--- config.mk ---
export PLATFORM = sky130hd
export DESIGN_NAME = fixed_capacity_multiset_table
export DESIGN_NICKNAME = d
export VERILOG_FILES = /design/src/rtl/fcmst_pkg.sv /design/src/rtl/fcmst_ram.sv /design/src/rtl/fixed_capacity_multiset_table.sv
export SDC_FILE = /design/constraint.sdc
export NUM_CORES = 1
export LEC_CHECK = 0
export ABC_AREA = 0
export BUFFER_PORTS_ARGS = -buffer_cell sky130_fd_sc_hd__buf_2
export CELL_PAD_IN_SITES_DETAIL_PLACEMENT = 0
export CELL_PAD_IN_SITES_GLOBAL_PLACEMENT = 2
export CORE_MARGIN = 3
export CORE_UTILIZATION = 43
export DETAILED_ROUTE_END_ITERATION = 7
export PLACE_DENSITY = 0.77
export SLEW_MARGIN = 20
export SYNTH_ARGS = -nofsm -noshare
export SYNTH_HDL_FRONTEND = slang
export SYNTH_HIERARCHICAL = 1
export SYNTH_SLANG_ARGS = --single-unit
--- constraint.sdc ---
create_clock -name clk -period 5.2 [get_ports clk]
set_input_delay 0.26 -clock clk [delete_from_list [all_inputs] [get_ports clk]]
set_output_delay 0.26 -clock clk [all_outputs]
set_load 0.03 [all_outputs]
--- src/rtl/fcmst_pkg.sv ---
`timescale 1ns / 1ps

package fcmst_pkg;

    localparam int REQ_W     = 3;
    localparam int VALUE_W   = 32;
    localparam int CNT_OUT_W = 5;

    localparam logic [REQ_W-1:0] REQ_ADD    = 3'd0;
    localparam logic [REQ_W-1:0] REQ_REMOVE = 3'd1;
    localparam logic [REQ_W-1:0] REQ_COUNT  = 3'd2;
    localparam logic [REQ_W-1:0] REQ_CLEAR  = 3'd3;
    localparam logic [REQ_W-1:0] REQ_DUMP   = 3'd4;

    localparam logic [CNT_OUT_W-1:0] CNT_OUT_MAX = 5'd31;

    typedef logic [REQ_W-1:0] req_t;

endpackage

--- src/rtl/fcmst_ram.sv ---
`timescale 1ns / 1ps

module fcmst_ram #(
    parameter int WIDTH = 32,
    parameter int DEPTH = 16,
    localparam int ADDR_W = (DEPTH > 1) ? $clog2(DEPTH) : 1
) (
    input  logic              clk,
    input  logic              wr_en,
    input  logic [ADDR_W-1:0] wr_addr,
    input  logic [WIDTH-1:0]  wr_data,
    input  logic [ADDR_W-1:0] rd_addr,
    output logic [WIDTH-1:0]  rd_data
);

    logic [WIDTH-1:0] mem [DEPTH];

    always_ff @(posedge clk)
    begin
        if (wr_en)
        begin
            mem[wr_addr] <= wr_data;
        end
        rd_data <= mem[rd_addr];
    end

endmodule

--- src/rtl/fixed_capacity_multiset_table.sv ---
`timescale 1ns / 1ps

// Bag of up to CAPACITY values held in a single-port-read RAM with an occupancy
// count. One request is taken at a time; in_ready is high only while the block
// is idle. Add, clear and unused request types need no RAM read. Count and
// remove walk the stored entries through the one read port and one comparator:
// count checks every entry, while remove stops at the first match, reads the
// last entry and writes it into the freed slot. Dump reads one entry at a time
// and emits one word per entry (a single word with item_valid low when
// empty). The result register lets the next request enter while a word waits.
module fixed_capacity_multiset_table
    import fcmst_pkg::*;
#(
    parameter int CAPACITY   = 16,
    parameter int ITEM_WIDTH = 32
) (
    input  logic                 clk,
    input  logic                 rst_n,
    input  logic                 in_valid,
    output logic                 in_ready,
    input  logic [REQ_W-1:0]     req_type,
    input  logic [VALUE_W-1:0]   item_value,
    output logic                 out_valid,
    input  logic                 out_ready,
    output logic                 success,
    output logic [CNT_OUT_W-1:0] match_count,
    output logic [CNT_OUT_W-1:0] current_size,
    output logic [VALUE_W-1:0]   item_out,
    output logic                 item_valid,
    output logic                 last
);

    localparam int CW = $clog2(CAPACITY + 1);
    localparam int AW = (CAPACITY > 1) ? $clog2(CAPACITY) : 1;

    localparam logic [2:0] ST_IDLE = 3'd0;
    localparam logic [2:0] ST_SCAN = 3'd1;
    localparam logic [2:0] ST_MOVE = 3'd2;
    localparam logic [2:0] ST_WB   = 3'd3;
    localparam logic [2:0] ST_DRD  = 3'd4;
    localparam logic [2:0] ST_DOUT = 3'd5;
    localparam logic [2:0] ST_EMIT = 3'd6;

    function automatic logic [CNT_OUT_W-1:0] sat_cnt(input logic [CW-1:0] v);
        logic [31:0] w;
        w = 32'(v);
        return (w > 32'(CNT_OUT_MAX)) ? CNT_OUT_MAX : CNT_OUT_W'(v);
    endfunction

    logic [2:0]            state_reg, state_next;
    logic [CW-1:0]         count_reg, count_next;
    logic [CW-1:0]         scan_idx_reg, scan_idx_next;
    logic                  pend_reg, pend_next;
    logic [AW-1:0]         cmp_idx_reg, cmp_idx_next;
    logic [AW-1:0]         at_reg, at_next;
    logic [CW-1:0]         match_reg, match_next;
    logic                  succ_reg, succ_next;
    req_t                  req_reg, req_next;
    logic [ITEM_WIDTH-1:0] val_reg, val_next;

    logic                  out_valid_reg, out_valid_next;
    logic                  success_reg, success_next;
    logic [CNT_OUT_W-1:0]  match_count_reg, match_count_next;
    logic [CNT_OUT_W-1:0]  size_reg, size_next;
    logic [VALUE_W-1:0]    item_out_reg, item_out_next;
    logic                  item_valid_reg, item_valid_next;
    logic                  last_reg, last_next;

    logic                  ram_we;
    logic [AW-1:0]         ram_waddr;
    logic [ITEM_WIDTH-1:0] ram_wdata;
    logic [AW-1:0]         ram_raddr;
    logic [ITEM_WIDTH-1:0] ram_rdata;

    logic                  out_free;
    logic                  issue;
    logic                  hit;
    logic                  room;
    logic [CW-1:0]         last_idx;

    fcmst_ram #(
        .WIDTH(ITEM_WIDTH),
        .DEPTH(CAPACITY)
    ) u_store (
        .clk    (clk),
        .wr_en  (ram_we),
        .wr_addr(ram_waddr),
        .wr_data(ram_wdata),
        .rd_addr(ram_raddr),
        .rd_data(ram_rdata)
    );

    assign out_free = !out_valid_reg || out_ready;
    assign issue    = scan_idx_reg < count_reg;
    assign hit      = pend_reg && (ram_rdata == val_reg);
    assign room     = count_reg < CW'(CAPACITY);
    assign last_idx = count_reg - CW'(1);
    assign in_ready = (state_reg == ST_IDLE);

    always_comb
    begin
        state_next       = state_reg;
        count_next       = count_reg;
        scan_idx_next    = scan_idx_reg;
        pend_next        = pend_reg;
        cmp_idx_next     = cmp_idx_reg;
        at_next          = at_reg;
        match_next       = match_reg;
        succ_next        = succ_reg;
        req_next         = req_reg;
        val_next         = val_reg;
        out_valid_next   = out_valid_reg && !out_ready;
        success_next     = success_reg;
        match_count_next = match_count_reg;
        size_next        = size_reg;
        item_out_next    = item_out_reg;
        item_valid_next  = item_valid_reg;
        last_next        = last_reg;
        ram_we           = 1'b0;
        ram_waddr        = count_reg[AW-1:0];
        ram_wdata        = val_reg;
        ram_raddr        = scan_idx_reg[AW-1:0];

        unique case (state_reg)
            ST_IDLE:
            begin
                if (in_valid)
                begin
                    req_next      = req_type;
                    val_next      = ITEM_WIDTH'(item_value);
                    scan_idx_next = '0;
                    pend_next     = 1'b0;
                    match_next    = '0;
                    succ_next     = 1'b0;
                    state_next    = ST_EMIT;
                    unique case (req_type)
                        REQ_ADD:
                        begin
                            if (room)
                            begin
                                ram_we     = 1'b1;
                                ram_wdata  = ITEM_WIDTH'(item_value);
                                count_next = count_reg + CW'(1);
                                succ_next  = 1'b1;
                            end
                        end
                        REQ_REMOVE, REQ_COUNT:
                        begin
                            state_next = ST_SCAN;
                        end
                        REQ_CLEAR:
                        begin
                            count_next = '0;
                        end
                        REQ_DUMP:
                        begin
                            if (count_reg != '0)
                            begin
                                state_next = ST_DRD;
                            end
                        end
                        default:
                        begin
                            state_next = ST_EMIT;
                        end
                    endcase
                end
            end
            ST_SCAN:
            begin
                pend_next    = issue;
                cmp_idx_next = scan_idx_reg[AW-1:0];
                if (issue)
                begin
                    scan_idx_next = scan_idx_reg + CW'(1);
                end
                if (hit)
                begin
                    match_next = match_reg + CW'(1);
                end
                priority if (hit && req_reg == REQ_REMOVE)
                begin
                    at_next    = cmp_idx_reg;
                    state_next = ST_MOVE;
                end
                else if (!issue)
                begin
                    state_next = ST_EMIT;
                end
                else
                begin
                    state_next = ST_SCAN;
                end
            end
            ST_MOVE:
            begin
                ram_raddr  = last_idx[AW-1:0];
                state_next = ST_WB;
            end
            ST_WB:
            begin
                ram_we     = 1'b1;
                ram_waddr  = at_reg;
                ram_wdata  = ram_rdata;
                count_next = last_idx;
                succ_next  = 1'b1;
                match_next = '0;
                state_next = ST_EMIT;
            end
            ST_DRD:
            begin
                state_next = ST_DOUT;
            end
            ST_DOUT:
            begin
                if (out_free)
                begin
                    out_valid_next   = 1'b1;
                    success_next     = 1'b0;
                    match_count_next = '0;
                    size_next        = sat_cnt(count_reg);
                    item_out_next    = VALUE_W'(ram_rdata);
                    item_valid_next  = 1'b1;
                    last_next        = (scan_idx_reg == last_idx);
                    scan_idx_next    = scan_idx_reg + CW'(1);
                    state_next       = (scan_idx_reg == last_idx) ? ST_IDLE : ST_DRD;
                end
            end
            ST_EMIT:
            begin
                if (out_free)
                begin
                    out_valid_next   = 1'b1;
                    success_next     = succ_reg;
                    match_count_next = (req_reg == REQ_COUNT) ? sat_cnt(match_reg) : '0;
                    size_next        = sat_cnt(count_reg);
                    item_out_next    = '0;
                    item_valid_next  = 1'b0;
                    last_next        = 1'b1;
                    state_next       = ST_IDLE;
                end
            end
            default:
            begin
                state_next = ST_IDLE;
            end
        endcase
    end

    always_ff @(posedge clk or negedge rst_n)
    begin
        if (!rst_n)
        begin
            state_reg     <= ST_IDLE;
            count_reg     <= '0;
            scan_idx_reg  <= '0;
            pend_reg      <= 1'b0;
            out_valid_reg <= 1'b0;
        end
        else
        begin
            state_reg     <= state_next;
            count_reg     <= count_next;
            scan_idx_reg  <= scan_idx_next;
            pend_reg      <= pend_next;
            out_valid_reg <= out_valid_next;
        end
    end

    always_ff @(posedge clk)
    begin
        cmp_idx_reg     <= cmp_idx_next;
        at_reg          <= at_next;
        match_reg       <= match_next;
        succ_reg        <= succ_next;
        req_reg         <= req_next;
        val_reg         <= val_next;
        success_reg     <= success_next;
        match_count_reg <= match_count_next;
        size_reg        <= size_next;
        item_out_reg    <= item_out_next;
        item_valid_reg  <= item_valid_next;
        last_reg        <= last_next;
    end

    assign out_valid    = out_valid_reg;
    assign success      = success_reg;
    assign match_count  = match_count_reg;
    assign current_size = size_reg;
    assign item_out     = item_out_reg;
    assign item_valid   = item_valid_reg;
    assign last         = last_reg;

`ifndef SYNTH
    a_count_bound: assert property (@(posedge clk) disable iff (!rst_n)
        count_reg <= CW'(CAPACITY))
        else $error("occupancy above capacity");

    a_add_grows: assert property (@(posedge clk) disable iff (!rst_n)
        (in_valid && in_ready && req_type == REQ_ADD && room)
        |=> count_reg == $past(count_reg) + CW'(1))
        else $error("accepted add with room did not grow the bag");

    a_wb_in_range: assert property (@(posedge clk) disable iff (!rst_n)
        (state_reg == ST_WB) |-> (CW'(at_reg) < count_reg))
        else $error("remove write-back outside occupied entries");

    a_match_bound: assert property (@(posedge clk) disable iff (!rst_n)
        (state_reg == ST_SCAN) |-> (match_reg <= count_reg))
        else $error("match count above occupancy");
`endif

endmodule

======== Word-level counts from Yosys, hierarchy flattened ========
Memories as Yosys holds them, arrays and structs flattened. A register that Yosys moved wholly into a read port is not among the register bits.
Index checks and enable logic that the tools add are counted.
storage, ports and cells
  register bits ........................... 109
  RAM bits ................................ 512
  output and inout port bits .............. 47
  word-level logic and storage cells ...... 122
  memories kept ........................... 1
cells by class
  $add $sub $neg .......................... 4
  magnitude comparators ................... 2
  equal/unequal tests ..................... 21
  muxes and demuxes ....................... 51
  reductions and logical operators ........ 26
memories
  memory       words  bits a word  rd ports  clocked after memory_dff  write ports  line             text
  u_store.mem  16     32           1         1                         1            fcmst_ram.sv:16  logic [WIDTH-1:0] mem [DEPTH];
operators with widths
  cell                 count
  $mux 32              5
  $pmux 32 s2          2
  $mux 5               9
  $eq 32x32->1         1
  $pmux 5 s2           3
  $pmux 5 s3           2
  $pmux 3 s7           1
  $mux 3               6
  $add 5x1->5 const B  3
  $eq 3x2->1 const B   5
  $mux 1               13
  $eq 3x3->1 const B   4
  $pmux 1 s2           6
  $ne 2x2->1 const B   5
  $reduce_and 2->1     5
  $eq 3x1->1 const B   3
  $reduce_and 3->1     3
  $mux 4               2
  $reduce_and 4->1     2
  $logic_not 3->1      2
  $pmux 3 s2           1
  $reduce_bool 2->1    3
  $reduce_bool 3->1    2
  $eq 5x5->1           1
  other kinds (11)     15

======== Depth between registers and ports, before layout ========
Gate-level depths: netlist of run 1.
  word-level depth ........................ 7
  gate-level depth with buffers ........... 10
  depth with buffers taken out ............ 7

======== Cells and area by module ========
Netlist of run 1, hierarchy kept.
modules (own cells, without submodules)
  module                         times used  cells each  area each (um^2)  sequential area each (um^2)
  fcmst_ram                      1           838         19835.3           16015.4
  fixed_capacity_multiset_table  1           606         6427.4            3198.1

======== Worst setup path after synthesis of run 1 ========
Ideal clock, no wire load.
  kind .................................... reg2reg
  from .................................... register state_reg[1]
  to ...................................... memory u_store.mem[0][0] (enable)
  setup time .............................. 0.461 ns
  arrival ................................. 4.292 ns
  slack ................................... 0.447 ns
  stages on the path, launching flop included .. 6
  path buffers ............................ 1
  cells stage by stage .................... dfrtp_1 -> buf_2 -> or4b_2 -> o21ai_0 -> or3b_2 -> nor3_1
on the way
  word-level cells in the longest chain between the ends .. 4
  elaborated cells between the ends (all ways) .. 6
RTL lines
  item                                           line                                  text
  start: declaration                             fixed_capacity_multiset_table.sv:50   logic [2:0] state_reg, state_next;
  start signal: assignment                       fixed_capacity_multiset_table.sv:262  state_reg <= state_next;
  $eq 3x2->1 or $logic_not 3->1 (tied branches)  fixed_capacity_multiset_table.sv:124  unique case (state_reg)
  $pmux 1 s2 (*)                                 fixed_capacity_multiset_table.sv:124
  named net ram_we                               fixed_capacity_multiset_table.sv:69   logic ram_we;
  $mux 1 (*)                                     fcmst_ram.sv:20                       if (wr_en)
  $mux 1 (not written as such) (*)               fcmst_ram.sv:22                       mem[wr_addr] <= wr_data;
  end: declaration                               fcmst_ram.sv:16
Mark *: on every way through the listed nets, which the timed path passes. The rest lies on a longest branch.

======== Worst setup path in the final report of run 1 ========
  from .................................... register state_reg[2]
  to ...................................... memory u_store.mem[14][8] (enable)
on the way
  elaborated cells between the ends (all ways) .. 6
RTL lines
  item                    line                                  text
  $eq 3x2->1              fixed_capacity_multiset_table.sv:124
  $mux 4                  fixed_capacity_multiset_table.sv:124
  named net ram_waddr[1]  fixed_capacity_multiset_table.sv:70   logic [AW-1:0] ram_waddr;
The timed path passes the listed nets, and every way through them passes these cells.

==> results of run 1 <==
==> area by class of cell <==
cell class / count / share of cell area
flip-flops and latches: 653 / 0.6309
multi-input cells: 681 / 0.2215
clock buffers: 85 / 0.05899
repair buffers: 178 / 0.04149
well taps: 773 / 0.03176
clock inverters: 40 / 0.01142
inverters: 31 / 0.003821
diodes: 1 / 0.00008216
==> stage by stage <==
step           cell area, µm²  hold WS (ns)  worst slack, ns    util  instances
4_1_cts                 30430       0.04164            1.420  0.5099       2441
2_1_floorplan           26260      -0.03559           0.4468       -       1444
6_report                30460       0.07826            1.311  0.5103       2442
5_1_grt                 30450       0.09689            1.088  0.5102       2441
3_5_place_dp            27930        0.2069            1.444  0.4679       2280
3_3_place_gp            27930        0.2045            1.574  0.4679       2280
==> worst paths after layout <==
check	end	slack, ns	from	cells past startpoint
setup / recovery	u_store/mem[14][8]	1.31	state_reg[2]	9
max in group asynchronous	state_reg[0]	4.76	rst_n	2
setup reg to reg	u_store/mem[14][8]	1.31	state_reg[2]	9
min in group asynchronous	count_reg[3]	0.13	rst_n	2
hold / removal	out_valid	0.08	out_ready	3
hold reg to reg	at_reg[3]	0.42	cmp_idx_reg[3]	0
==> worst max-delay path, delay by kind of cell (launching register included) <==
family          cells  cell delay, ns
compound gates      1            0.80
buf+inv             4            1.03
flops               1            0.34
simple gates        4            1.38
==> logic make-up (layout without fill, tap and decap cells) <==
group | after synthesis | in the layout
flip-flops | 653 | 653
AO/OA/AOI/OAI | 231 | 231
adder cells (fa/ha/maj) | 10 | 10
multiplexers | 160 | 160
XOR/XNOR | 40 | 40
AND/OR/NAND/NOR | 240 | 240
other | 0 | 1
buffers and inverters | 110 | 334
==> synthesized netlist by cell type (all sizes together), types with 3 or more instances <==
library cell,number,share of area
mux2,19,0.010
a22oi,105,0.032
clkbuf,45,0.0064
buf,34,0.0080
mux4,128,0.11
mux2i,13,0.0050
edfxtp,606,0.69
nor4,3,0.00071
dfrtp,15,0.014
and3,5,0.0012
o21ai,61,0.012
nor2b,8,0.0019
inv,30,0.0043
a21oi,14,0.0027
nand4,14,0.0033
a221oi,13,0.0043
dfxtp,32,0.024
o22ai,17,0.0040
nand3,12,0.0023
o31ai,3,0.00086
or3b,3,0.0010
xnor2,36,0.012
ha,10,0.0048
nand2,75,0.011
nand2b,7,0.0017
nor3,11,0.0021
nand3b,5,0.0014
xor2,4,0.0013
nor2,48,0.0069
and2,38,0.0091
==> metal layers <==
layer,up-vias,part of all wire,GRT usage
met1,7429,0.43,0.3026
met3,90,0.087,0.04827
met5,-,0.00020,0
li1,6176,-,-
met4,2,0.022,0.06195
met2,644,0.46,0.3279
==> power by group through the flow <==
| stage | sequential (µW) | clock (µW) | combinational, µW |
|---|---|---|---|
| after floorplan | 7370 | 0 | 2770 |
| after global placement | 7220 | 0 | 4480 |
| after detailed placement | 7220 | 0 | 4530 |
| after CTS | 7120 | 4810 | 4560 |
| after global routing | 7150 | 5030 | 4930 |
| final | 7100 | 4710 | 4520 |
==> timing repair <==
action / 4_1_cts / 5_1_grt
hold buffers: 36 / 0
hold endpoints to repair: 50 / 0
setup buffers: 0 / 0
==> impl_metrics.env, run 1 <==
export IMPL_outcome="complete, no violations"
export IMPL_synth_top_family_by_area="multiplexers"
export IMPL_io_buffer_count=85
export IMPL_final_nets=1663
export IMPL_crit_path_start_kind="register"
export IMPL_worstSkewPairLatency_ns=0.60
export IMPL_largest_register="u_store/mem"
export IMPL_grt_max_degree=90
export IMPL_comb_power_share=0.277
export IMPL_holdCritPathClass="in -> reg"
export IMPL_drt_iter0_drc=1415
export IMPL_skew_ns=0.01940
export IMPL_hold_viol=0
export IMPL_hpwl_mm=38.33
export IMPL_htreeDepth=3
export IMPL_synth_warnings=6
export IMPL_async_reset_ff_frac=0.02297
export IMPL_final_cell_mix="edfxtp_1 (606), mux4_2 (128), a22oi_1 (96), buf_2 (85), nand2_1 (75)"
export IMPL_clock_sinks=653
export IMPL_rsz0062_at_grt="false"
export IMPL_fillerInstances=4857
export IMPL_drive_above_1_share=0.2602
export IMPL_netlist_cell_type_count=58
export IMPL_wirelength_mm=66.25
export IMPL_antenna_left=0
export IMPL_cts_tree="done"
export IMPL_yosys_area_share_simple=0.04545
export IMPL_end_kind="register"
export IMPL_antenna_found_initial=4
export IMPL_synthMuxAreaShare=0.1252
export IMPL_dieWidth_um=253.1
export IMPL_vdd_drop_max_uv=362.1
export IMPL_regArea_mm2=0.01922
export IMPL_p_sw_uw=5286
export IMPL_period_share=0.7479
export IMPL_num_rows=89
export IMPL_core_area_mm2=0.05969
export IMPL_slew_violations=0
export IMPL_critical_path_class="reg -> reg"
export IMPL_fmax_mhz=257.1
export IMPL_path_common_cell="buf_4"
export IMPL_synth_cells=1444
export IMPL_avgViaCountPerCell=5.873
export IMPL_die_area_mm2=0.06408
export IMPL_area_delta_synth_final_pct=15.97
export IMPL_start_util=0.4400
export IMPL_cp_required_ns=5.48
export IMPL_numCtsBuffers=69
export IMPL_totalPowerFinal_uw=16330
export IMPL_powerDensity_mw_per_mm2=536.2
export IMPL_maxCapViolations=0
export IMPL_cp_cell_sequence="buf_4 -> inv_1 -> nand2_1 -> buf_4 -> nor2_1 -> o21ai_0 -> nand2b_1 -> nor2_4 -> buf_4"
export IMPL_tightest_slew_ns=1.112
export IMPL_grt_usage=0.2115
export IMPL_pwr_share_clk=0.288
export IMPL_synth_compound_area_frac=0.06089
export IMPL_clk_pin_slew_ns=0.06
export IMPL_die_h_um=253.1
export IMPL_slowest_stage="o21ai_0"
export IMPL_dr_pass1_iters=6
export IMPL_seqPwrFrac=0.435
export IMPL_ys_seq_area_frac=0.7316
export IMPL_layout_commonest_cell="edfxtp_1"
export IMPL_via_count=14340
export IMPL_grt_overflow_total=0
export IMPL_max_stage_delay_ns=0.80
export IMPL_cellLeakagePower_uw=0.009971
export IMPL_power_internal_uw=11040
export IMPL_tns_ns=0
export IMPL_cts_root_buf="clkbuf_16"
export IMPL_postSynthAreaPerCell_um2=18.19
export IMPL_io_pins=86
export IMPL_synth_edf_count=606
export IMPL_synth_xor_area_share=0.01334
export IMPL_multi_input_area_mm2=0.006746
export IMPL_switching_share=0.3237
export IMPL_wire_per_inst_um=27.13
export IMPL_gp_congestion=0.7942
export IMPL_cp_max_fo=15
export IMPL_synth_nets=1493
export IMPL_grt_pass1_wl_mm=97.87
export IMPL_drc_errors=0
export IMPL_finalSetupViolations=0
export IMPL_arrival_ns=4.16
export IMPL_synth_area_mm2=0.02626
export IMPL_slew_headroom=0.2539
export IMPL_synth_main_ff_cell="edfxtp_1"
export IMPL_synth_seq_cells=653
export IMPL_period_minus_slack_ns=3.889
export IMPL_synth_adder_area_share=0.004764
export IMPL_largest_reg_flops=512
export IMPL_grt_pass1_vias=14490
export IMPL_ctsResizeCount=0
export IMPL_cts_path_max_buffers=3
No activity file was read; power rests on OpenSTA's default activity.
==> inputs of run 2 (changes only) <==
==> constraint.sdc (replaced) <==
create_clock -name clk -period 3.6 [get_ports clk]
set_input_delay 0.18 -clock clk [delete_from_list [all_inputs] [get_ports clk]]
set_output_delay 0.18 -clock clk [all_outputs]
set_load 0.03 [all_outputs]
==> impl_metrics.env, run 2 (synthesis results as in run 1) <==
export IMPL_cellLeakagePower_uw=0.01036
export IMPL_cp_endpoint="u_store/mem[13][12]"
export IMPL_antenna_left=0
export IMPL_fmax_mhz=307.8
export IMPL_final_area_mm2=0.03122
export IMPL_cts_root_buf="clkbuf_16"
export IMPL_tns_ns=0
export IMPL_end_kind="register"
export IMPL_drc_errors=0
export IMPL_period_share=0.9026
export IMPL_period_minus_slack_ns=3.249
export IMPL_ctsResizeCount=0
export IMPL_rsz0062_at_grt="false"
export IMPL_drive_above_1_share=0.2785
export IMPL_tightest_slew_ns=1.042
export IMPL_io_pins=86
export IMPL_cts_tree="done"
export IMPL_start_util=0.4400
export IMPL_cp_required_ns=3.86
export IMPL_reg2reg_slack_ns=0.35
export IMPL_area_delta_synth_final_pct=18.89
export IMPL_num_rows=89
export IMPL_fillerInstances=4753
export IMPL_gp_congestion=0.8084
export IMPL_setup_slack_ns=0.3508
export IMPL_grt_usage=0.2101
export IMPL_die_h_um=253.1
export IMPL_diodes=0
export IMPL_crit_start="count_reg[4]"
export IMPL_r2r_end="u_store/mem[13][12]"
export IMPL_die_area_mm2=0.06408
export IMPL_regToRegStartpoint="count_reg[4]"
export IMPL_placed_cell_area_mm2=0.02850
export IMPL_critical_path_class="reg -> reg"
export IMPL_layout_commonest_cell="edfxtp_1"
export IMPL_timing_hold_ws_ns=0.03229
export IMPL_slowest_stage="o21ai_1"
export IMPL_finalSetupViolations=0
export IMPL_cp_top_family="simple AND/OR/NAND/NOR gates"
export IMPL_cp_cell_sequence="or3_1 -> or3b_2 -> buf_4 -> mux2_4 -> a22oi_2 -> o21ai_1"
export IMPL_regArea_mm2=0.01922
export IMPL_clock_sinks=653
export IMPL_holdCritPathClass="in -> async"
export IMPL_powerDensity_mw_per_mm2=786.1
export IMPL_max_stage_delay_ns=0.78
export IMPL_dieWidth_um=253.1
export IMPL_dp_slack_ns=0.2502
export IMPL_cp_depth=6
export IMPL_post_cts_buffers=0
export IMPL_io_buffer_count=85
export IMPL_cp_max_fo=31
export IMPL_ctsHoldBuffers=37
export IMPL_vdd_drop_max_uv=408.5
export IMPL_clk_pin_slew_ns=0.06
export IMPL_antenna_found_initial=1
export IMPL_drt_iter0_drc=1350
export IMPL_slew_headroom=0.3007
export IMPL_via_count=14250
export IMPL_final_nets=1704
export IMPL_hpwl_mm=39.65
export IMPL_final_core_util=0.5231
export IMPL_largest_reg_flops=512
export IMPL_arrival_ns=3.51
export IMPL_htreeDepth=3
export IMPL_grt_max_degree=67
export IMPL_slew_violations=0
export IMPL_grt_pass1_vias=14480
export IMPL_largest_register="u_store/mem"
export IMPL_outcome="complete, no violations"
export IMPL_crit_path_start_kind="register"
export IMPL_grt_pass1_wl_mm=97.28
export IMPL_dr_pass1_iters=5
export IMPL_maxCapViolations=0
export IMPL_multi_input_area_mm2=0.006749
export IMPL_wirelength_mm=65.79
export IMPL_worst_r2r_path_depth=6
export IMPL_skew_ns=0.02761
export IMPL_grt_overflow_total=0
export IMPL_hold_viol=0
export IMPL_cp_buffers_inverters=1
export IMPL_core_area_mm2=0.05969
export IMPL_avgViaCountPerCell=5.741
export IMPL_wire_per_inst_um=26.51
export IMPL_numCtsBuffers=69
export IMPL_final_cell_mix="edfxtp_1 (606), mux4_2 (128), a22oi_1 (96), buf_2 (85), nand2_1 (75)"
export IMPL_cts_path_max_buffers=3
export IMPL_worstSkewPairLatency_ns=0.61
-- run 2: worst reg2reg max path, delay by kind of cell (launching register included) --
kind                   cells  cell delay (ns)
AOI/OAI and AO/OA          2             0.83
buffers and inverters      1             0.36
DFF                        1             0.44
muxes                      1             0.34
and+or+nand+nor            2             0.94
-- run 2: metrics by stage --
stage | total power (µW) | instances
6_report | 24540 | 2482
4_1_cts | 24790 | 2482
3_3_place_gp | 17330 | 2320
5_1_grt | 25650 | 2482
2_1_floorplan | 14660 | 1444
3_5_place_dp | 17400 | 2320
-- run 2: how the worst min path moves through the flow --
| stage | start | to | slack [ns] | cells past startpoint |
|---|---|---|---|---|
| after detailed placement | rst_n | count_reg[2] | 0.13 | 1 |
| after global routing | rst_n | count_reg[0] | 0.04 | 2 |
| final | rst_n | count_reg[0] | 0.03 | 2 |
| after global placement | rst_n | count_reg[2] | 0.13 | 1 |
| after CTS | rst_n | count_reg[2] | 0.03 | 2 |
| after floorplan | rst_n | count_reg[0] | -0.12 | 0 |
-- run 2: layer usage --
| metal | GRT usage | up-vias | part of all wire |
|---|---|---|---|
| li1 | - | 6273 | - |
| met1 | 0.2851 | 7346 | 0.42 |
| met2 | 0.3403 | 546 | 0.48 |
| met3 | 0.05166 | 83 | 0.079 |
| met4 | 0.06080 | 2 | 0.020 |
| met5 | 0 | - | 0.00020 |
-- run 2: report_power, final --
part	switching, µW	internal [µW]	total (µW)
clock	2860	4430	7290
sequential	490	9650	10100
combinational	4450	2660	7110
-- run 2: area by class of cell --
type	instances	share of cell area
multi-input combinational	681	0.2162
timing repair buffer	219	0.05843
clock inverter	28	0.01162
tap	773	0.03098
clock buffer	97	0.06364
sequential	653	0.6155
inverter	31	0.003727
==> inputs of run 3 (changes only) <==
--- a/config.mk
+++ b/config.mk
@@ -12,7 +12,8 @@
 export CORE_MARGIN = 3
 export CORE_UTILIZATION = 43
 export DETAILED_ROUTE_END_ITERATION = 7
-export PLACE_DENSITY = 0.77
+export PLACE_DENSITY = 0.8
+export SKIP_CTS_REPAIR_TIMING = 1
 export SLEW_MARGIN = 20
 export SYNTH_ARGS = -nofsm -noshare
 export SYNTH_HDL_FRONTEND = slang
==> constraint.sdc (replaced) <==
create_clock -name clk -period 2.7 [get_ports clk]
set_input_delay 0.135 -clock clk [delete_from_list [all_inputs] [get_ports clk]]
set_output_delay 0.135 -clock clk [all_outputs]
set_load 0.03 [all_outputs]
==> impl_metrics.env, run 3 (synthesis results as in run 1) <==
export IMPL_final_core_util=0.5430
export IMPL_clk_pin_slew_ns=0.07
export IMPL_io_pins=86
export IMPL_rsz0062_at_grt="true"
export IMPL_drive_above_1_share=0.3318
export IMPL_cp_endpoint="u_store/mem[3][7]"
export IMPL_crit_start="state_reg[1]"
export IMPL_cts_root_buf="clkbuf_16"
export IMPL_violations="negative hold slack, negative setup slack"
export IMPL_worst_r2r_path_depth=8
export IMPL_die_h_um=253.1
export IMPL_reg2reg_slack_ns=-0.02
export IMPL_wirelength_mm=71.19
export IMPL_setup_slack_ns=-0.01611
export IMPL_final_nets=1778
export IMPL_antenna_left=0
export IMPL_grt_overflow_total=0
export IMPL_num_rows=89
export IMPL_holdCritPathClass="in -> async"
export IMPL_die_area_mm2=0.06408
export IMPL_cts_path_max_buffers=3
export IMPL_drt_iter0_drc=1560
export IMPL_regToRegStartpoint="state_reg[1]"
export IMPL_timing_hold_ws_ns=-0.009314
export IMPL_placed_cell_area_mm2=0.02922
export IMPL_hpwl_mm=40.81
export IMPL_period_minus_slack_ns=2.716
export IMPL_cp_max_fo=5
export IMPL_vdd_drop_max_uv=658.0
export IMPL_clock_sinks=653
export IMPL_grt_pass1_vias=14700
export IMPL_numCtsBuffers=70
export IMPL_via_count=15110
export IMPL_slew_violations=0
export IMPL_grt_pass1_wl_mm=100.2
export IMPL_r2r_end="u_store/mem[3][7]"
export IMPL_final_cell_mix="edfxtp_1 (606), mux4_2 (128), buf_4 (99), a22oi_1 (94), buf_2 (86)"
export IMPL_period_share=1.006
export IMPL_wire_per_inst_um=27.81
export IMPL_core_area_mm2=0.05969
export IMPL_tightest_slew_ns=1.187
export IMPL_largest_register="u_store/mem"
export IMPL_crit_path_start_kind="register"
export IMPL_cellLeakagePower_uw=0.01088
export IMPL_worstSkewPairLatency_ns=0.62
export IMPL_skew_ns=0.02359
export IMPL_dieWidth_um=253.1
export IMPL_gp_congestion=0.7852
export IMPL_grt_max_degree=37
export IMPL_fmax_mhz=368.2
export IMPL_dr_pass1_iters=5
export IMPL_critical_path_class="reg -> reg"
export IMPL_cts_tree="done"
export IMPL_maxCapViolations=0
export IMPL_arrival_ns=3.04
export IMPL_grt_usage=0.2188
export IMPL_hold_viol=14
export IMPL_powerDensity_mw_per_mm2=1031
export IMPL_area_delta_synth_final_pct=23.41
export IMPL_avgViaCountPerCell=5.903
export IMPL_io_buffer_count=85
export IMPL_final_area_mm2=0.03241
export IMPL_slew_headroom=0.2067
export IMPL_finalSetupViolations=20
export IMPL_htreeDepth=3
export IMPL_antenna_found_initial=1
export IMPL_drc_errors=0
export IMPL_cp_required_ns=3.02
export IMPL_largest_reg_flops=512
export IMPL_layout_commonest_cell="edfxtp_1"
export IMPL_totalPowerFinal_uw=33430
export IMPL_outcome="complete, but fails checks"
export IMPL_dp_slack_ns=-0.1794
export IMPL_start_util=0.4400
export IMPL_end_kind="register"
==> run 3: worst min-delay path by stage <==
stage / from / to / slack (ns) / cells past startpoint
6_report: rst_n / scan_idx_reg[4] / -0.009 / 2
5_1_grt: rst_n / scan_idx_reg[4] / 0.02 / 2
4_1_cts: rst_n / out_valid / -0.56 / 1
3_5_place_dp: rst_n / count_reg[2] / 0.09 / 1
3_3_place_gp: rst_n / count_reg[2] / 0.09 / 1
2_1_floorplan: rst_n / count_reg[0] / -0.16 / 0
==> run 3: layer usage <==
metal / wire [µm] / vias to the layer above / share of wire / track usage
li1: - / 6432 / - / -
met1: 30290 / 7868 / 0.43 / 0.3148
met2: 32610 / 692 / 0.46 / 0.3343
met3: 6553 / 120 / 0.092 / 0.05700
met4: 1741 / 0 / 0.024 / 0.05899
met5: 0 / - / 0 / 0
==> run 3: power breakdown <==
group / internal, µW / switching (µW)
Combinational: 4160 / 6290
Sequential: 12900 / 593
Clock: 5580 / 3950
==> run 3: worst max-delay path, cell delays in order, from the launching register on <==
cell and delay, ns:
dfrtp_2 0.44, buf_4 0.14, or4b_4 0.53, o21ai_4 0.25, or3b_4 0.45, buf_4 0.17, nor2_4 0.10, buf_12 0.15
clkbuf_16 0.17
==> run 3: cell type report <==
class	count	area [µm²]
antenna	3	7.507
clock buffer	92	1896
clock inverter	35	389.1
fill	4669	27280
inverter	31	120.1
multi-input combinational	681	6977
sequential	653	19220
tap	773	967.2
timing repair buffer	292	2839
==> run 3: per-stage QoR <==
stage | std cells | TNS (ns)
final | 2560 | -0.1262
after floorplan | 1444 | -24.07
after detailed placement | 2366 | -27.40
after global placement | 2366 | -3.205
after CTS | 2493 | -41.52
after global routing | 2557 | -0.5557
